### src/kmm_sq_unit.sv
// Shared squarer: registered square of the difference of two unsigned words.
`default_nettype none
module kmm_sq_unit (
	input  wire logic        clk,
	input  wire logic [15:0] a,
	input  wire logic [15:0] b,
	output logic      [31:0] sq_s1
);
	logic [16:0] diff;
	logic [15:0] mag;

	assign diff = {1'b0, a} - {1'b0, b};
	// magnitude never exceeds 16 bits
	assign mag  = diff[16] ? 16'(17'd0 - diff) : diff[15:0];

	always_ff @(posedge clk) begin
		sq_s1 <= mag * mag;
	end
endmodule
`default_nettype wire
### config.mk
export PLATFORM = sky130hd
export DESIGN_NAME = kmm_sq_unit
export DESIGN_NICKNAME = d
export VERILOG_FILES = /design/src/kmm_sq_unit.sv
export SDC_FILE = /design/constraint.sdc
export NUM_CORES = 1
export LEC_CHECK = 0
export BUFFER_PORTS_ARGS = -buffer_cell sky130_fd_sc_hd__buf_2
export CAP_MARGIN = 20
export CORE_AREA = 10 10 164 181
export DETAILED_ROUTE_END_ITERATION = 8
export DIE_AREA = 0 0 174 191
export PLACE_DENSITY = 0.62
export SYNTH_ARGS = -nofsm -noshare
export SYNTH_HDL_FRONTEND = slang
export SYNTH_SLANG_ARGS = --single-unit
### constraint.sdc
create_clock -name clk -period 10.7 [get_ports clk]
set_clock_uncertainty 0.1 [all_clocks]
set_input_delay 1.07 -clock clk [delete_from_list [all_inputs] [get_ports clk]]
set_output_delay 1.07 -clock clk [all_outputs]
set_load 0.03 [all_outputs]
# After elaboration in Yosys (flattened, before gate mapping)
# Cells that the tools add are included.
dict set report op_classes {
  n_addsub 2
  mul 1
  muxes 1
}
# cell count
set op_table {}
lappend op_table {{16-bit by 16-bit multiplier with 32-bit output} 1}
lappend op_table {{16-bit by 16-bit subtractor with 17-bit output} 1}
lappend op_table {{16-bit 2-to-1 mux} 1}
lappend op_table {{1-bit by 16-bit subtractor with 16-bit output, first input constant} 1}
dict set report word_totals {
  ff_bits 32
  input_bits 33
  output_inout_bits 32
}

# Logic depth before layout (Yosys ltp)
# Gate-level depths: netlist of run 1.
dict set report depth {
  word_depth 4
  ltp_mapped 38
}

# Least setup slack after synthesis of run 1
# OpenSTA, ideal clock, no wires.
dict set report synth_path {
  path_type {input to register}
  from {input port a[0]}
  to {register sq_s1[30]}
  t_arrival_ns 9.199
  t_required_ns 10.475
  slack_ns 1.276
  path_stages 35
  path_cell_list {inv_1 ha_1 inv_1 fa_1 a21oi_2 o211ai_1 o2111ai_1 a31oi_1 a31oi_1 o21ai_1 xor2_1 inv_2 nand2_1 inv_1 fa_1 inv_1 fa_1 inv_1 fa_1 inv_1 fa_1 fa_1 fa_1 inv_1 ha_1 a21o_1 a21o_1 a211o_1 a21oi_1 o311ai_0 a21oi_1 o21ai_0 a41oi_1 a31oi_1 xor2_1}
}
dict set report synth_between {
  elab_chain_len 4
}
# item line
set synth_lines {}
lappend synth_lines {{start: declaration} 5} ;# input wire logic [15:0] a,
lappend synth_lines {{16-bit by 16-bit subtractor with 17-bit output *} 12} ;# assign diff = {1'b0, a} - {1'b0, b};
lappend synth_lines {{1-bit by 16-bit subtractor with 16-bit output} 14} ;# assign mag = diff[16] ? 16'(17'd0 - diff) : diff[15:0];
lappend synth_lines {{16-bit 2-to-1 mux *} 14}
lappend synth_lines {{16-bit by 16-bit multiplier with 32-bit output *} 17} ;# sq_s1 <= mag * mag;
lappend synth_lines {{end signal: assignment} 17}
lappend synth_lines {{end: declaration} 7} ;# output logic [31:0] sq_s1
# Mark *: on every way between the ends. The rest lies on a longest branch, timed or not.

# Final worst setup path of run 1
dict set report layout_path {
  from {input port a[0]}
  to {register sq_s1[31]}
}
# The elaborated chain is that of the path after synthesis.

==> impl_metrics.toml, run 1 <==
[outcome]
outcome = "complete, no violations"

[clock_network]
hold_buffers = 0
clk_pin_slew_ps = 60
cts-resized-gates = 0
max-clock-path-buffers = 2
clock_sink_count = 31
number_of_buffers_added_by_the_clock_tree_synthesis_step = 5
cts_tree = "built"
post_cts_buffers = 0
root_buffer_cell = "clkbuf_16"
cts_max_level = 2

[die]
placement_rows = 62
core_area_mm2 = 0.0259
starting_density_pct = 34.4
floorplan.die.width_um = 174
io_pins = 65
die-area_mm2 = 0.0332
chip_height_um = 191

[critical_path]
critical_path_buf_inv_count = 8
critical_path_required_ps = 10770
critPathTopFamily = "adder cells"
cpMostUsedCell = "fa_1"
critical_path_at_ps = 10010
setup.worst_path.class = "input pin to register"
timing.critical_path.to_type = "register"
timing.critical_path.slowest_cell_delay_ps = 600
timing.critical_path.fanout_max = 10
setup.worst_path.start_class = "input pin"
worst_path_max_delay_cell = "fa_1"
timing.critical_path.from = "a[0]"

[global_route]
pin_count_of_the_biggest_net_entering_global_routing = 14
grt_antenna_before_repair = 0
grt_use_total_pct = 12.5
grt_overflow = 0
grt_first_pass_wirelength_um = 34400
grt_pass1_vias = 7271

[timing]
grt_setup_unrepaired = "false"
timing_worst_slew_pin_value_ps = 756
worst_hold_slack_across_all_endpoints_ps = 1310
timing.slew.headroom_pct = 49.3
hold_violations = 0
fmax_mhz = 101
finalWorstPathRequiredPeriod_ps = 9950
finalMaxSlewViolations = 0
number_of_failing_setup_endpoints_in_the_final_timing_report = 0
postLayoutSetupSlackWorst_ps = 753
fin_crit_sh_pct = 93.0
tns_ps = 0

[synthesis]
synth_edf_count = 0
synthesis.area_per_instance_um2 = 8.83
ys_warn_count = 0
synthFlopType = "dfxtp_1"
synth.ff_latch_count = 31
ys_seq_area_share_pct = 6.97
synthDistinctLibCells = 61
synthesis.area_mm2 = 0.00890
syn-num-nets = 1321
ys_async_sr_fraction_pct = 0
netlist_instances = 1008

[layout]
leading_cell_types_in_the_layout_fill_and_taps_excluded = "248 x inv_1, 165 x fa_1, 115 x ha_1"
registers_with_the_most_flip_flops = "sq_s1 x31"
post_route_cells_drive_above_1_share_pct = 11.8
layout_commonest_cell = "inv_1"
num-nets-final = 1403
area.growth.synth_to_final_pct = 11.5
registers.top_by_ff_count = "sq_s1"
fillers = 2665
max_ffs_per_register = 31
n_antenna_cell = 0

[place]
dpl_worst_slack_ps = 441
io_buffers = 63
global_placer_s_final_weighted_congestion = 0.869
dpl.hpwl_um = 17400

[detailed_routing]
routed_via_density = 4.61
wl_um = 19600
firstDrtPassIters = 5
route.vias.total = 6637
route.detailed.wl_per_inst_um = 13.6
detail_route.drc_violations = 0
route.antenna.remaining_nets = 0
dr.first_iter.drc_count = 267

[run]
cap_violations = 0

[min_path]
min_path_type = "input pin to register"
worstHoldStart = "a[1]"
==> through the flow <==
step,instance area [µm²],cells,utilization [%]
after floorplan,8900,1008,-
after global placement,9790,1434,37.8
after detailed placement,9800,1435,37.8
after CTS,9930,1441,38.3
after global routing,9930,1441,38.3
final,9930,1441,38.3
==> cells by family after synthesis <==
family / count (synthesis) / share of synthesized area (%)
xor+xnor: 61 / 6.32
compound gates: 125 / 9.72
other cells: 1 / 0.0421
flops: 31 / 6.97
buf+inv: 276 / 11.8
simple gates: 231 / 11.6
fa+ha+maj: 280 / 53.3
mux: 3 / 0.337
==> path summary, 6_finish.rpt <==
kind	end	cells past startpoint	slack, ps
worst max-delay path	sq_s1[31]$_DFF_P_	34	750
worst min-delay path	sq_s1[2]$_DFF_P_	3	1310
==> cell usage after synthesis (8+ instances only) <==
cell	instances	area, µm²
a21oi_1	26	130
clkbuf_1	8	30.0
nor2_1	104	390
xnor2_1	39	342
nand2b_1	11	68.8
fa_1	165	3300
nor3_1	10	50.1
nand2_1	67	251
ha_1	115	1440
inv_1	248	931
xor2_1	19	166
o21ai_0	17	85.1
o21a_1	10	75.1
and3_1	8	50.1
a21o_1	23	173
dfxtp_1	31	621
inv_2	10	37.5
==> per-layer routing <==
layer	GRT usage (%)	vias up	routed length (µm)
met3	2.15	24	938
met5	0	-	0
met2	23.3	123	10200
met1	14.7	3230	8270
met4	2.30	0	274
li1	-	3260	-
==> layout make-up <==
class / instances / area (µm²) / share of cell area (%)
repair buffers: 92 / 536 / 5.39
inverters: 259 / 972 / 9.79
clock buffers: 6 / 129 / 1.30
well taps: 352 / 440 / 4.43
flip-flops and latches: 31 / 621 / 6.25
multi-input cells: 701 / 7240 / 72.8
==> worst min-delay path, delay by kind of cell <==
kind,cells,cell delay (ps)
fa+ha+maj,2,480
buf+inv,1,110
Power of run 1 is not shown: default switching activity piles up to over one toggle a cycle in this logic, so the estimate is an artifact.
==> run 2: changes to the inputs <==
--- a/config.mk
+++ b/config.mk
@@ -10,7 +10,6 @@
 export CORE_AREA = 10 10 164 181
 export DETAILED_ROUTE_END_ITERATION = 8
 export DIE_AREA = 0 0 174 191
-export PLACE_DENSITY = 0.62
 export SYNTH_ARGS = -nofsm -noshare
 export SYNTH_HDL_FRONTEND = slang
 export SYNTH_SLANG_ARGS = --single-unit
==> impl_metrics.toml, run 2 (synthesis gave the netlist of run 1 again) <==
[outcome]
outcome = "complete, no violations"

[critical_path]
cpMostUsedCell = "fa_1"
timing.critical_path.slowest_cell_delay_ps = 540
setup.worst_path.start_class = "input pin"
worst_path_max_delay_cell = "fa_1"
critical_path_required_ps = 10770
setup.worst_path.class = "input pin to register"
critical_path_at_ps = 10010
timing.critical_path.to_type = "register"
timing.critical_path.fanout_max = 12

[timing]
timing_worst_slew_pin_value_ps = 1030
tns_ps = 0
grt_setup_unrepaired = "false"
timing.slew.headroom_pct = 30.8
hold_violations = 0
finalMaxSlewViolations = 0
fin_crit_sh_pct = 93.0
fmax_mhz = 101
number_of_failing_setup_endpoints_in_the_final_timing_report = 0
finalWorstPathRequiredPeriod_ps = 9950

[detailed_routing]
route.vias.total = 6642
route.detailed.wl_per_inst_um = 13.8
firstDrtPassIters = 5
detail_route.drc_violations = 0
dr.first_iter.drc_count = 258
routed_via_density = 4.62
wl_um = 19800
route.antenna.remaining_nets = 0

[layout]
num-nets-final = 1401
registers_with_the_most_flip_flops = "sq_s1 x31"
post_route_cells_drive_above_1_share_pct = 11.7
fin_area_mm2 = 0.00992
registers.top_by_ff_count = "sq_s1"
regArea_um2 = 621
multi_input_combinational_cell_area_mm2 = 0.00724
max_ffs_per_register = 31
layout_commonest_cell = "inv_1"
leading_cell_types_in_the_layout_fill_and_taps_excluded = "248 x inv_1, 165 x fa_1, 115 x ha_1"
n_antenna_cell = 0
area.growth.synth_to_final_pct = 11.4
fillers = 2734

[clock_network]
hold_buffers = 0
number_of_buffers_added_by_the_clock_tree_synthesis_step = 5
clock_sink_count = 31
cts_max_level = 2
root_buffer_cell = "clkbuf_16"
cts_tree = "built"
clk_pin_slew_ps = 50
max-clock-path-buffers = 2

[place]
io_buffers = 63
place_area_mm2 = 0.00979
dpl.hpwl_um = 17300
global_placer_s_final_weighted_congestion = 0.849

[die]
io_pins = 65
chip_height_um = 191
starting_density_pct = 34.4
core_area_mm2 = 0.0259
floorplan.die.width_um = 174
placement_rows = 62
die-area_mm2 = 0.0332

[min_path]
min_path_type = "input pin to register"

[global_route]
grt_antenna_before_repair = 0
pin_count_of_the_biggest_net_entering_global_routing = 18
grt_overflow = 0
grt_first_pass_wirelength_um = 34700
grt_use_total_pct = 12.5
grt_pass1_vias = 7360

[run]
cap_violations = 0
[run 2: cell types whose count changed in the layout (fill, tap and decap cells not counted)]
cell / change
clkdlybuf4s18_2: -1
xnor2_1: -1
xnor2_2: +1
buf_4: -1
[run 2: area by class of cell]
type / instances / area share, %
Clock buffer: 6 / 1.30
Inverter: 259 / 9.80
Multi-Input combinational cell: 701 / 73.0
Sequential cell: 31 / 6.25
Tap cell: 352 / 4.44
Timing Repair Buffer: 90 / 5.22
[run 2: routing by layer]
metal	share of wire, %	track usage [%]	vias up
met1	42	14.1	3264
met5	0	0	-
met4	1.4	2.50	0
met2	52	23.8	111
li1	-	-	3245
met3	3.9	2.66	22
[run 2: stage by stage]
| step | setup WS, ps | hold slack, ps | utilization [%] | instances |
|---|---|---|---|---|
| detailed placement | 353 | 1410 | 37.8 | 1433 |
| global placement | 479 | 1410 | 37.8 | 1433 |
| CTS | 618 | 1310 | 38.3 | 1439 |
| floorplan | 1280 | 1330 | - | 1008 |
| global route | 126 | 1360 | 38.3 | 1439 |
| finish | 754 | 1320 | 38.3 | 1439 |
[run 2: worst max-delay path: cells and delay by family]
kind	cells	cell delay, ps
adder cells (fa/ha/maj)	9	3820
AO/OA/AOI/OAI	12	2810
XOR/XNOR	3	870
AND/OR/NAND/NOR	3	790
buffers and inverters	6	620
[run 2: timing repair]
item,in CTS,in global routing
endpoints found under the setup margin,0,1
gates resized for setup,0,1
hold endpoints to repair,0,0
setup buffers,0,0
[run 2: path summary, 6_finish.rpt]
check | endpoint | cells past startpoint | startpoint | slack [ps]
setup / recovery | sq_s1[31]$_DFF_P_ | 33 | a[0] | 750
hold / removal | sq_s1[2]$_DFF_P_ | 3 | a[1] | 1320
Power of run 2 is left out for the same reason.
